<file path="config.mk">
export PLATFORM = sky130hd
export DESIGN_NAME = icosphere_triangle_subdivider
export DESIGN_NICKNAME = d
export VERILOG_FILES = /design/src/hdl/icos_pkg.sv /design/src/hdl/icos_stack.sv /design/src/hdl/icos_mid_unit.sv /design/src/hdl/icosphere_triangle_subdivider.sv
export SDC_FILE = /design/constraint.sdc
export NUM_CORES = 2
export LEC_CHECK = 0
export BUFFER_PORTS_ARGS = -buffer_cell sky130_fd_sc_hd__buf_2
export CAP_MARGIN = 40
export CORE_MARGIN = 4
export CORE_UTILIZATION = 54
export DETAILED_ROUTE_END_ITERATION = 7
export GPL_TIMING_DRIVEN = 0
export PLACE_DENSITY = 0.73
export SLEW_MARGIN = 5
export SYNTH_ARGS = -nofsm -noshare
export SYNTH_HDL_FRONTEND = slang
export SYNTH_SLANG_ARGS = --single-unit
</file>
<file path="constraint.sdc">
create_clock -name i_clk -period 34.9 [get_ports i_clk]
set_clock_uncertainty 0.15 [all_clocks]
set_input_delay 1.745 -clock i_clk [delete_from_list [all_inputs] [get_ports i_clk]]
set_output_delay 1.745 -clock i_clk [all_outputs]
set_load 0.01 [all_outputs]
</file>
<file path="src/hdl/icos_pkg.sv">
// shared types, constants and helpers for the icosphere triangle subdivider
package icos_pkg;

    localparam int COORD_BITS = 16;
    localparam int LEVEL_BITS = 2;
    localparam int STACK_TRIS = 12;
    localparam int SP_BITS    = 4;
    localparam int EMIT_BITS  = 6;
    localparam logic signed [COORD_BITS-1:0] ONE_Q = COORD_BITS'(16384);

    typedef logic signed [COORD_BITS-1:0] t_coord;
    typedef logic [2:0][COORD_BITS-1:0] t_vec;
    typedef logic [2:0][2:0][COORD_BITS-1:0] t_tri;

    typedef struct packed {
        t_coord v0_x;
        t_coord v0_y;
        t_coord v0_z;
        t_coord v1_x;
        t_coord v1_y;
        t_coord v1_z;
        t_coord v2_x;
        t_coord v2_y;
        t_coord v2_z;
    } t_in;

    typedef struct packed {
        t_coord a_x;
        t_coord a_y;
        t_coord a_z;
        t_coord b_x;
        t_coord b_y;
        t_coord b_z;
        t_coord c_x;
        t_coord c_y;
        t_coord c_z;
        logic [EMIT_BITS-1:0] piece_index;
        logic last_piece;
    } t_out;

    typedef struct packed {
        t_tri verts;
        logic [LEVEL_BITS-1:0] lvl;
    } t_entry;

    function automatic t_coord sat_coord(input t_coord v);
        t_coord r;
        r = v;
        if (v > ONE_Q) r = ONE_Q;
        if (v < -ONE_Q) r = -ONE_Q;
        return r;
    endfunction

endpackage

</file>
<file path="src/hdl/icos_stack.sv">
// triangle stack memory, one write and one registered read port
module icos_stack (
    input  logic                          i_clk,
    input  logic                          i_we,
    input  logic [icos_pkg::SP_BITS-1:0]  i_waddr,
    input  icos_pkg::t_entry              i_wdata,
    input  logic [icos_pkg::SP_BITS-1:0]  i_raddr,
    output icos_pkg::t_entry              o_rdata
);
    import icos_pkg::*;

    t_entry r_mem [STACK_TRIS];
    t_entry r_rdata;

    always_ff @(posedge i_clk) begin
        if (i_we) begin
            r_mem[i_waddr] <= i_wdata;
        end
        r_rdata <= r_mem[i_raddr];
    end

    assign o_rdata = r_rdata;

endmodule

</file>
<file path="src/hdl/icos_mid_unit.sv">
// iterative midpoint normalizer: square sum, bit-serial square root, restoring division
module icos_mid_unit (
    input  logic            i_clk,
    input  logic            i_rst_n,
    input  logic            i_start,
    input  icos_pkg::t_vec  i_a,
    input  icos_pkg::t_vec  i_b,
    output logic            o_done,
    output icos_pkg::t_vec  o_m
);
    import icos_pkg::*;

    typedef enum logic [4:0] {
        U_IDLE = 5'b00001,
        U_SQ   = 5'b00010,
        U_SQRT = 5'b00100,
        U_DSET = 5'b01000,
        U_DIV  = 5'b10000
    } t_ustate;

    t_ustate r_state, n_state;
    logic signed [COORD_BITS:0] r_s [3];
    logic signed [COORD_BITS:0] n_s [3];
    logic [31:0] r_n2, n_n2;
    logic [59:0] r_rem, n_rem, r_res, n_res, r_bit, n_bit;
    logic [30:0] r_root, n_root;
    logic [31:0] r_drem, n_drem;
    logic [16:0] r_dlo, n_dlo, r_q, n_q;
    logic [4:0]  r_cnt, n_cnt;
    logic [1:0]  r_k, n_k;
    t_vec        r_m, n_m;
    logic        r_done, n_done;

    logic signed [COORD_BITS:0] s_cur, mag17;
    logic [15:0] mag;
    logic [31:0] n2_next;
    logic [59:0] sq_try, res_next;
    logic        sq_ge;
    logic [45:0] dvd;
    logic [32:0] div_sh, div_trial;
    logic        div_ge;
    logic [16:0] q_next, q_sat;
    logic [15:0] q16;

    always_comb begin
        s_cur    = r_s[r_k];
        mag17    = s_cur[COORD_BITS] ? -s_cur : s_cur;
        mag      = mag17[15:0];
        n2_next  = r_n2 + ({16'd0, mag} * {16'd0, mag});
        sq_try   = r_res + r_bit;
        sq_ge    = r_rem >= sq_try;
        res_next = sq_ge ? ((r_res >> 1) + r_bit) : (r_res >> 1);
        dvd      = {1'b0, mag, 29'd0} + {15'd0, r_root};
        div_sh   = {r_drem, r_dlo[16]};
        div_trial = div_sh - {1'b0, r_root, 1'b0};
        div_ge   = div_sh >= {1'b0, r_root, 1'b0};
        q_next   = {r_q[15:0], div_ge};
        q_sat    = (q_next > 17'd16384) ? 17'd16384 : q_next;
        q16      = {1'b0, q_sat[14:0]};
    end

    always_comb begin
        n_state = r_state;
        n_s     = r_s;
        n_n2    = r_n2;
        n_rem   = r_rem;
        n_res   = r_res;
        n_bit   = r_bit;
        n_root  = r_root;
        n_drem  = r_drem;
        n_dlo   = r_dlo;
        n_q     = r_q;
        n_cnt   = r_cnt;
        n_k     = r_k;
        n_m     = r_m;
        n_done  = 1'b0;
        case (r_state)
            U_IDLE: begin
                if (i_start) begin
                    for (int k = 0; k < 3; k++) begin
                        n_s[k] = {i_a[k][COORD_BITS-1], i_a[k]}
                               + {i_b[k][COORD_BITS-1], i_b[k]};
                    end
                    n_n2    = '0;
                    n_k     = '0;
                    n_state = U_SQ;
                end
            end
            U_SQ: begin
                n_n2 = n2_next;
                if (r_k == 2'd2) begin
                    n_k     = '0;
                    n_rem   = {n2_next, 28'd0};
                    n_res   = '0;
                    n_bit   = 60'd1 << 58;
                    n_state = U_SQRT;
                end else begin
                    n_k = r_k + 2'd1;
                end
            end
            U_SQRT: begin
                if (sq_ge) begin
                    n_rem = r_rem - sq_try;
                end
                n_res = res_next;
                n_bit = r_bit >> 2;
                if (r_bit[0]) begin
                    n_root  = res_next[30:0];
                    n_state = U_DSET;
                end
            end
            U_DSET: begin
                if (r_root == '0) begin
                    n_m     = '0;
                    n_done  = 1'b1;
                    n_state = U_IDLE;
                end else begin
                    n_drem  = {3'd0, dvd[45:17]};
                    n_dlo   = dvd[16:0];
                    n_q     = '0;
                    n_cnt   = '0;
                    n_state = U_DIV;
                end
            end
            U_DIV: begin
                n_drem = div_ge ? div_trial[31:0] : div_sh[31:0];
                n_dlo  = {r_dlo[15:0], 1'b0};
                n_q    = q_next;
                n_cnt  = r_cnt + 5'd1;
                if (r_cnt == 5'd16) begin
                    n_m[r_k] = s_cur[COORD_BITS] ? (16'd0 - q16) : q16;
                    if (r_k == 2'd2) begin
                        n_done  = 1'b1;
                        n_state = U_IDLE;
                    end else begin
                        n_k     = r_k + 2'd1;
                        n_state = U_DSET;
                    end
                end
            end
            default: begin
                n_state = U_IDLE;
            end
        endcase
    end

    always_ff @(posedge i_clk) begin
        if (!i_rst_n) begin
            r_state <= U_IDLE;
            r_done  <= 1'b0;
            r_k     <= '0;
            r_cnt   <= '0;
        end else begin
            r_state <= n_state;
            r_done  <= n_done;
            r_k     <= n_k;
            r_cnt   <= n_cnt;
        end
        r_s    <= n_s;
        r_n2   <= n_n2;
        r_rem  <= n_rem;
        r_res  <= n_res;
        r_bit  <= n_bit;
        r_root <= n_root;
        r_drem <= n_drem;
        r_dlo  <= n_dlo;
        r_q    <= n_q;
        r_m    <= n_m;
    end

    assign o_done = r_done;
    assign o_m    = r_m;

endmodule

</file>
<file path="src/hdl/icosphere_triangle_subdivider.sv">
// top level: stack sequencer for depth-first icosphere triangle subdivision
//
// input channel: i_in_valid / o_in_stall carry one triangle (three Q1.14
// vertices, saturated to +-1.0 on entry). output channel: o_out_valid /
// i_out_stall carry 4^levels triangles per input in depth-first order, with
// piece_index counting from 0 and last_piece set on the final one.
// levels is written through i_cfg_we / i_cfg_data; the user is to write it
// only while the block is idle; the block itself does not enforce this. one
// input is processed at a time; o_in_stall is high from the transfer until
// the last result has been taken. each split needs three midpoints from the
// shared normalizer, each computed as start, 3 square steps, 30 root steps,
// 3 x (1 setup + 17 divide) steps and done, so a split is its pop, load,
// three midpoints and four pushes; an emitted triangle waits while the
// receiver stalls. level 3 gives 21 splits and 64 emits; level 0 returns
// the input as its only piece.
// while i_out_stall is high the result holds on the output register and
// the sequencer waits. reset is synchronous and clears the sequencer and
// sets levels to 1; the stack memory is not cleared.
module icosphere_triangle_subdivider (
    input  logic                               i_clk,
    input  logic                               i_rst_n,
    input  logic                               i_in_valid,
    output logic                               o_in_stall,
    input  icos_pkg::t_in                      i_in_data,
    output logic                               o_out_valid,
    input  logic                               i_out_stall,
    output icos_pkg::t_out                     o_out_data,
    input  logic                               i_cfg_we,
    input  logic [icos_pkg::LEVEL_BITS-1:0]    i_cfg_data
);
    import icos_pkg::*;

    typedef enum logic [6:0] {
        S_IDLE  = 7'b0000001,
        S_POP   = 7'b0000010,
        S_LOAD  = 7'b0000100,
        S_MIDGO = 7'b0001000,
        S_MIDW  = 7'b0010000,
        S_PUSH  = 7'b0100000,
        S_EMIT  = 7'b1000000
    } t_state;

    t_state r_state, n_state;
    logic [LEVEL_BITS-1:0] r_levels, r_lv, n_lv, r_lvl, n_lvl;
    logic [SP_BITS-1:0]    r_sp, n_sp;
    logic [EMIT_BITS-1:0]  r_emit, n_emit;
    logic [1:0]            r_k, n_k;
    t_tri                  r_vtx, n_vtx, r_m, n_m;
    t_out                  r_out, n_out;

    logic       stk_we;
    logic [SP_BITS-1:0] stk_waddr, stk_raddr;
    t_entry     stk_wdata, stk_rdata;
    logic       mid_start, mid_done;
    t_vec       mid_a, mid_b, mid_m;
    logic       in_xfer, out_xfer;
    logic [EMIT_BITS:0] total, emit_inc;
    t_tri       in_tri;

    icos_stack u_stack (
        .i_clk   (i_clk),
        .i_we    (stk_we),
        .i_waddr (stk_waddr),
        .i_wdata (stk_wdata),
        .i_raddr (stk_raddr),
        .o_rdata (stk_rdata)
    );

    icos_mid_unit u_mid (
        .i_clk   (i_clk),
        .i_rst_n (i_rst_n),
        .i_start (mid_start),
        .i_a     (mid_a),
        .i_b     (mid_b),
        .o_done  (mid_done),
        .o_m     (mid_m)
    );

    assign o_in_stall  = (r_state != S_IDLE);
    assign o_out_valid = (r_state == S_EMIT);
    assign o_out_data  = r_out;
    assign in_xfer     = i_in_valid && !o_in_stall;
    assign out_xfer    = o_out_valid && !i_out_stall;
    assign mid_start   = (r_state == S_MIDGO);
    assign stk_raddr   = r_sp - SP_BITS'(1);
    assign total       = (EMIT_BITS+1)'(1) << {r_lv, 1'b0};
    assign emit_inc    = {1'b0, r_emit} + (EMIT_BITS+1)'(1);

    always_comb begin
        in_tri[0][0] = sat_coord(i_in_data.v0_x);
        in_tri[0][1] = sat_coord(i_in_data.v0_y);
        in_tri[0][2] = sat_coord(i_in_data.v0_z);
        in_tri[1][0] = sat_coord(i_in_data.v1_x);
        in_tri[1][1] = sat_coord(i_in_data.v1_y);
        in_tri[1][2] = sat_coord(i_in_data.v1_z);
        in_tri[2][0] = sat_coord(i_in_data.v2_x);
        in_tri[2][1] = sat_coord(i_in_data.v2_y);
        in_tri[2][2] = sat_coord(i_in_data.v2_z);
    end

    always_comb begin
        case (r_k)
            2'd0: begin
                mid_a = r_vtx[0];
                mid_b = r_vtx[1];
            end
            2'd1: begin
                mid_a = r_vtx[1];
                mid_b = r_vtx[2];
            end
            default: begin
                mid_a = r_vtx[2];
                mid_b = r_vtx[0];
            end
        endcase
    end

    always_comb begin
        stk_we    = 1'b0;
        stk_waddr = r_sp;
        stk_wdata.lvl = r_lvl + LEVEL_BITS'(1);
        case (r_k)
            2'd0:    stk_wdata.verts = {r_vtx[2], r_m[1], r_m[2]};
            2'd1:    stk_wdata.verts = {r_m[2], r_m[1], r_m[0]};
            2'd2:    stk_wdata.verts = {r_m[1], r_vtx[1], r_m[0]};
            default: stk_wdata.verts = {r_m[2], r_m[0], r_vtx[0]};
        endcase
        if (r_state == S_PUSH) begin
            stk_we = 1'b1;
        end else if (in_xfer) begin
            stk_we          = 1'b1;
            stk_waddr       = '0;
            stk_wdata.verts = in_tri;
            stk_wdata.lvl   = '0;
        end
    end

    always_comb begin
        n_state = r_state;
        n_lv    = r_lv;
        n_lvl   = r_lvl;
        n_sp    = r_sp;
        n_emit  = r_emit;
        n_k     = r_k;
        n_vtx   = r_vtx;
        n_m     = r_m;
        n_out   = r_out;
        case (r_state)
            S_IDLE: begin
                if (in_xfer) begin
                    n_sp    = SP_BITS'(1);
                    n_emit  = '0;
                    n_lv    = r_levels;
                    n_state = S_POP;
                end
            end
            S_POP: begin
                if (r_sp == '0) begin
                    n_state = S_IDLE;
                end else begin
                    n_sp    = r_sp - SP_BITS'(1);
                    n_state = S_LOAD;
                end
            end
            S_LOAD: begin
                n_vtx = stk_rdata.verts;
                n_lvl = stk_rdata.lvl;
                n_k   = '0;
                if (stk_rdata.lvl >= r_lv) begin
                    n_out.a_x = stk_rdata.verts[0][0];
                    n_out.a_y = stk_rdata.verts[0][1];
                    n_out.a_z = stk_rdata.verts[0][2];
                    n_out.b_x = stk_rdata.verts[1][0];
                    n_out.b_y = stk_rdata.verts[1][1];
                    n_out.b_z = stk_rdata.verts[1][2];
                    n_out.c_x = stk_rdata.verts[2][0];
                    n_out.c_y = stk_rdata.verts[2][1];
                    n_out.c_z = stk_rdata.verts[2][2];
                    n_out.piece_index = r_emit;
                    n_out.last_piece  = (emit_inc == total);
                    n_state = S_EMIT;
                end else begin
                    n_state = S_MIDGO;
                end
            end
            S_MIDGO: begin
                n_state = S_MIDW;
            end
            S_MIDW: begin
                if (mid_done) begin
                    n_m[r_k] = mid_m;
                    if (r_k == 2'd2) begin
                        n_k     = '0;
                        n_state = S_PUSH;
                    end else begin
                        n_k     = r_k + 2'd1;
                        n_state = S_MIDGO;
                    end
                end
            end
            S_PUSH: begin
                n_sp = r_sp + SP_BITS'(1);
                n_k  = r_k + 2'd1;
                if (r_k == 2'd3) begin
                    n_state = S_POP;
                end
            end
            S_EMIT: begin
                if (out_xfer) begin
                    n_emit  = emit_inc[EMIT_BITS-1:0];
                    n_state = S_POP;
                end
            end
            default: begin
                n_state = S_IDLE;
            end
        endcase
    end

    always_ff @(posedge i_clk) begin
        if (!i_rst_n) begin
            r_state  <= S_IDLE;
            r_levels <= LEVEL_BITS'(1);
            r_lv     <= '0;
            r_sp     <= '0;
            r_emit   <= '0;
            r_k      <= '0;
        end else begin
            r_state <= n_state;
            if (i_cfg_we) begin
                r_levels <= i_cfg_data;
            end
            r_lv   <= n_lv;
            r_sp   <= n_sp;
            r_emit <= n_emit;
            r_k    <= n_k;
        end
        r_lvl <= n_lvl;
        r_vtx <= n_vtx;
        r_m   <= n_m;
        r_out <= n_out;
    end

`ifndef SYNTH
    a_sp_bound: assert property (@(posedge i_clk) disable iff (!i_rst_n)
        r_sp <= SP_BITS'(STACK_TRIS))
        else $error("stack pointer beyond stack depth");

    a_no_out_when_idle: assert property (@(posedge i_clk) disable iff (!i_rst_n)
        !o_in_stall |-> !o_out_valid)
        else $error("result offered while accepting input");

    a_last_empty: assert property (@(posedge i_clk) disable iff (!i_rst_n)
        (o_out_valid && o_out_data.last_piece) |-> (r_sp == '0))
        else $error("last piece with triangles still pending");

    a_piece_range: assert property (@(posedge i_clk) disable iff (!i_rst_n)
        o_out_valid |-> ({1'b0, o_out_data.piece_index} < total))
        else $error("piece index beyond piece count");

    a_idle_after_last: assert property (@(posedge i_clk) disable iff (!i_rst_n)
        (out_xfer && o_out_data.last_piece) |=> ##1 !o_in_stall)
        else $error("not idle after last transfer");
`endif

endmodule
</file>
# [Word level (Yosys, flattened, before mapping)]
# Memory sizes are Yosys's and may differ from the RTL's. A register that Yosys moved wholly into a read port is not among the register bits.
# Index checks and enable logic that the tools add are counted.
[word_totals] mem_count=1 input_bits=151 elab_cells=263 out_inout_bits=153 ram_bits=1752 ff_bits=884
[op_classes] n_mux=96 n_mul=1 bitwise_logic=1 shift=1 n_addsub=18 eq_ne=32 magnitude_cmp=27 reduce_logical=32
[mem_list] name="u_stack.r_mem" depth=12 width=146 read_ports=1 rd_ports_with_merged_regs=1 wr=1 line_no="icos_stack.sv:12" rtl="t_entry r_mem [STACK_TRIS];"
[op_table] op="one-hot mux 144 bit (3 select lines)" n=1
[op_table] op="one-hot mux 60 bit (2 select lines)" n=3
[op_table] op="2-to-1 mux 16 bit" n=22
[op_table] op="2-to-1 mux 60 bit" n=5
[op_table] op="2-to-1 mux 146 bit" n=2
[op_table] op="one-hot mux 48 bit (2 select lines)" n=3
[op_table] op="bitwise mux 144 bit" n=1
[op_table] op="> comparator 16 bit, second input constant" n=9
[op_table] op="< comparator 16 x 15 -> 1 bit, second input constant" n=9
[op_table] op="2-to-1 mux 48 bit" n=3
[op_table] op="one-hot mux 32 bit (2 select lines)" n=2
[op_table] op="demux 48 bit (select 2 bit)" n=1
[op_table] op="2-to-1 mux 32 bit" n=3
[op_table] op="adder 59 x 60 -> 60 bit" n=1
[op_table] op="adder 60 bit" n=1
[op_table] op="greater-or-equal comparator 60 bit" n=1
[op_table] op="subtractor 60 bit" n=1
[op_table] op="adder 16 x 16 -> 17 bit" n=3
[op_table] op="2-to-1 mux 17 bit" n=3
[op_table] op="one-hot mux 7 bit (7 select lines)" n=1
[op_table] op="bitwise mux 48 bit" n=1
[op_table] op="adder 45 x 31 -> 46 bit" n=1
[op_table] op="2-to-1 mux 7 bit" n=5
[op_table] op="binary-select mux 17 bit (select 2 bit)" n=1
[op_table] op="62 further kinds" n=125

# [Depth between registers and ports, before layout]
[logic_depth] word_depth=10 depth_mapped=35 depth_no_buf=32

# [By module]
# From an unflattened synthesis, not the netlist that was laid out.
[hier_totals] hier_cells=8794 hier_area_um2=126184.8
[by_module_without_submodules] module="icos_stack" cells_each=2957 area_per_inst_um2=68461.9 n_inst=1 seq_area_each_um2=55533.3
[by_module_without_submodules] module="icos_mid_unit" cells_each=3978 area_per_inst_um2=36617.6 n_inst=1 seq_area_each_um2=11581.1
[by_module_without_submodules] module="icosphere_triangle_subdivider" cells_each=1859 area_per_inst_um2=21105.2 n_inst=1 seq_area_each_um2=13703.1

# [Worst setup path before layout]
# OpenSTA, ideal clock, no wires.
[synth_timing] path_type="register to register" startpoint="register r_state[6]" endpoint="register r_out (netlist bit o_out_data[0]) (enable)" setup_slack_ns=16.025 period_less_slack_ns=18.875 path_stages_with_launch=5 setup_ns=0.684 arrival_time_ns=18.042 path_cell_list="dfxtp_1 nor3_1 nand2_1 nor3b_1 nor2b_1"
[synth_via] elab_chain_len=2
[synth_lines] element="start: declaration" line_no="icosphere_triangle_subdivider.sv:43" rtl="t_state r_state, n_state;"
[synth_lines] element="start signal: assignment" line_no="icosphere_triangle_subdivider.sv:229" rtl="r_state <= n_state;"
[synth_lines] element="== test 7 x 3 -> 1 bit" line_no="icosphere_triangle_subdivider.sv:148" rtl="case (r_state)"
[synth_lines] element="AND reduction 2 bit (no source line)"
[synth_lines] element="end signal: assignment" line_no="icosphere_triangle_subdivider.sv:241" rtl="r_out <= n_out;"
[synth_lines] element="end: declaration" line_no="icosphere_triangle_subdivider.sv:49" rtl="t_out r_out, n_out;"
# Every way passes these cells.
# A chain may end at the register's enable or synchronous reset.

# [Worst setup path after layout]
[layout_timing] startpoint="register u_mid.r_k[0]" endpoint="register u_mid.r_rem[59], data pin"
[layout_via] elab_chain_len=10
[layout_lines] element="start: declaration" line_no="icos_mid_unit.sv:30" rtl="logic [1:0] r_k, n_k;"
[layout_lines] element="start signal: assignment" line_no="icos_mid_unit.sv:156" rtl="r_k <= n_k;"
[layout_lines] element="inverter 2 -> 3 bit (not written as such) (*)" line_no="icos_mid_unit.sv:46" rtl="s_cur = r_s[r_k];"
[layout_lines] element="binary-select mux 17 bit (select 2 bit) (*)" line_no="icos_mid_unit.sv:46"
[layout_lines] element="2-to-1 mux 17 bit (not written as such) (*) (2 in series)" line_no="icos_mid_unit.sv:46"
[layout_lines] element="negator 16 bit" line_no="icos_mid_unit.sv:47" rtl="mag17 = s_cur[COORD_BITS] ? -s_cur : s_cur;"
[layout_lines] element="2-to-1 mux 16 bit (*)" line_no="icos_mid_unit.sv:47"
[layout_lines] element="multiplier 16 x 16 -> 32 bit (*)" line_no="icos_mid_unit.sv:49" rtl="n2_next = r_n2 + ({16'd0, mag} * {16'd0, mag});"
[layout_lines] element="adder 32 bit (*)" line_no="icos_mid_unit.sv:49"
[layout_lines] element="2-to-1 mux 60 bit (*)" line_no="icos_mid_unit.sv:91" rtl="if (r_k == 2'd2) begin"
[layout_lines] element="one-hot mux 60 bit (2 select lines) (*)" line_no="icos_mid_unit.sv:77" rtl="case (r_state)"
[layout_lines] element="named net u_mid.n_rem[59]" line_no="icos_mid_unit.sv:25" rtl="logic [59:0] r_rem, n_rem, r_res, n_res, r_bit, n_bit;"
[layout_lines] element="end signal: assignment" line_no="icos_mid_unit.sv:161" rtl="r_rem <= n_rem;"
[layout_lines] element="end: declaration" line_no="icos_mid_unit.sv:25"
# Mark *: on every way through the listed nets, which the timed path passes. The rest lies on a longest branch. The select of a mux whose other input is x is not followed.

==> impl_metrics.yaml <==
clock_network:
  cts-hold-fix-buffers: 0
  clkTransAtPathRegs_ns: 0.06
  cts.htree.levels: 5
  cts_tree: "yes"
  cts-root-buf: "clkbuf_16"
  cts_setup_buffers: 0
  cts-resized-gates: 0
  numCtsBuffers: 298
  clk_latency_ns: 0.98
  cts.sink_count: 2752
  clk_path_buf_depth: 4
sta:
  fin_crit_ns: 11.30
  finalWorstSetupSlack_ns: 23.60
  rsz0062_at_grt: "false"
  max_slew_margin_pct: 20.5
  final_hold_viol_count: 0
  tightest_slew_ns: 1.19
  fmax_mhz: 88.5
  holdWs_ns: 0.266
  min_period_over_period_pct: 32.4
  setup_viol: 0
  maxSlewViolCount: 0
global_route:
  antenna_found_initial: 22
  grt_max_degree: 57
  first_global_vias: 81594
  grt_first_pass_wirelength_mm: 576
  track_usage_pct: 33.2
  grt_overflow: 0
final_layout:
  drive_gt1_share_pct: 18.4
  syn_to_final_growth_pct: 15.8
  fill_cells: 16479
  layout.nets: 10391
synth:
  synth_edf_count: 2570
  avgSynthCellArea_um2: 14.6
  ys.flop_type: "edfxtp_1"
  synthTopCellsByArea: "edfxtp_1 61%, mux4_2 7.9%, ha_1 3.2%"
  synthCells: 8625
  synth_most_common_cell: "edfxtp_1"
  synth_top_area_share_pct: 61.4
  ys_seq_area_share_pct: 64.3
  synth_area_um2: 126000
  yosysUniqueCellTypes: 110
  yosysWarningCount: 0
  synth_common_cells: "2,570 x edfxtp_1, 680 x nor2_1, 608 x nand2_1, 529 x a21oi_1, 511 x inv_1"
  async_flop_share_pct: 0
  synth_nets: 9293
  ys_ff_latch: 2752
  yosys.area.top_type: "edfxtp_1"
placement:
  numPortBuffers: 302
  place_congestion: 1.01
  dp_worst_setup_slack_ns: 23.66
  dpl.hpwl_mm: 301
floorplanning:
  die_width_um: 490
  design.die.area_um2: 240000
  start_util_pct: 54.4
  ios: 304
  rows: 176
  die_y_um: 490
  coreArea_um2: 231000
worst_hold_path:
  min_path_cells: 0
  worstHoldPathType: "reg -> reg"
drt:
  wl_met3_mm: 43.4
  antenna_left: 0
  avgRoutedWirePerCell_um: 31.3
  drt_first_iter_violations: 11420
  wl_met2_mm: 187
  vias: 82946
  via_per_inst: 6.38
  drc: 2
  dr.pass1.iters: 8
  wl_mm: 407
  top_layer: "met5"
  wl_met1_mm: 145
status:
  status: "finished with violations"
  violations: "design-rule violations"
worst_setup_path:
  slowest_stage: "a2111oi_0"
  critPathCaptureType: "flop"
  max_stage_delay_ns: 0.74
  arrival_ns: 11.75
  worstSetupPathType: "reg -> reg"
  start_kind: "flop"
  cp.required_ns: 35.35
  crit_top_cell: "fa_1"
  r2r_cells: 33
  path_max_fanout: 10
run:
  maxCapViolations: 0
[metal layers]
metal / global-route usage (%) / vias up
li1: - / 34894
met1: 42.2 / 41747
met2: 51.8 / 5233
met3: 7.93 / 1070
met4: 20.5 / 2
met5: 0 / -
[worst max-delay path: cells and delay by family, from the launching register on]
family / cells / cell delay [ns]
multiplexers: 1 / 0.60
buffers and inverters: 8 / 1.71
AO/OA/AOI/OAI: 10 / 2.89
flip-flops: 1 / 0.40
adder cells (fa/ha/maj): 8 / 3.76
XOR/XNOR: 2 / 0.79
AND/OR/NAND/NOR: 4 / 0.69
[cells by family (layout without fill, tap and decap cells)]
kind of cell	after synthesis	after routing	share of synthesized area (%)
other	0	25	0
XOR/XNOR	302	302	2.15
flip-flops	2752	2752	64.3
buffers and inverters	920	2237	2.82
AND/OR/NAND/NOR	1845	1845	6.60
AO/OA/AOI/OAI	1637	1637	8.20
adder cells (fa/ha/maj)	517	517	6.33
multiplexers	652	652	9.58
[per-stage QoR]
stage	std cells	utilization, %	instance area (um^2)	setup TNS (ns)
after floorplan	8625	-	126000	0
after global placement	11953	56.7	131000	-555.29
after detailed placement	12434	58.9	136000	0
after CTS	12953	63.0	145000	0
after global routing	12969	63.0	145000	0
final	12993	63.0	145000	0
[area by class of cell]
type	instances	area [um^2]	share of cell area, %
Tap cell	3026	3790	2.60
Inverter	519	1950	1.34
Antenna cell	25	62.6	0.0430
Timing Repair Buffer	798	6390	4.39
Sequential cell	2752	80800	55.6
Buffer	401	1610	1.10
Clock buffer	367	8060	5.54
Multi-Input combinational cell	4953	41400	28.5
Clock inverter	152	1380	0.950
[sequential cells by signal (all words and copies together), names as in the netlist, 4 cells and up]
register,flops
u_stack.r_mem,1752
o_out_data,151
u_stack.o_rdata,146
r_m,144
r_vtx,144
u_mid.r_rem,60
u_mid.r_res,60
u_mid.r_s,51
u_mid.o_m,48
u_mid.r_drem,32
u_mid.r_n2,32
u_mid.r_root,31
u_mid.r_bit,30
u_mid.r_dlo,17
u_mid.r_q,16
r_state,7
r_emit,6
u_mid.r_cnt,5
u_mid.r_state,5
r_sp,4
[worst paths after layout]
| path | start | end | slack (ns) |
|---|---|---|---|
| hold / removal | u_stack.o_rdata[141] | o_out_data[18] | 0.27 |
| hold reg to reg | u_stack.o_rdata[141] | o_out_data[18] | 0.27 |
| setup reg to reg | u_mid.r_k[0] | u_mid.r_rem[59] | 23.60 |
| setup / recovery | u_mid.r_k[0] | u_mid.r_rem[59] | 23.60 |
[cells in the final DEF (no fill, tap or decap), drive strengths merged, types with 48 or more instances in the layout]
master / count
edfxtp: 2570
nor2b: 48
nand2: 612
inv: 524
nor3: 60
buf: 893
a21o: 75
dfxtp: 182
and2: 117
xnor2: 175
a22oi: 246
ha: 320
mux4: 438
nor2: 684
a31oi: 78
xor2: 127
mux2i: 203
clkinv: 110
nand3: 67
nor4: 57
a21oi: 537
nand4: 52
clkbuf: 673
fa: 197
o22ai: 49
o21ai: 362
Power is not shown: default switching activity piles up to over one toggle a cycle in this logic, so the estimate is an artifact.
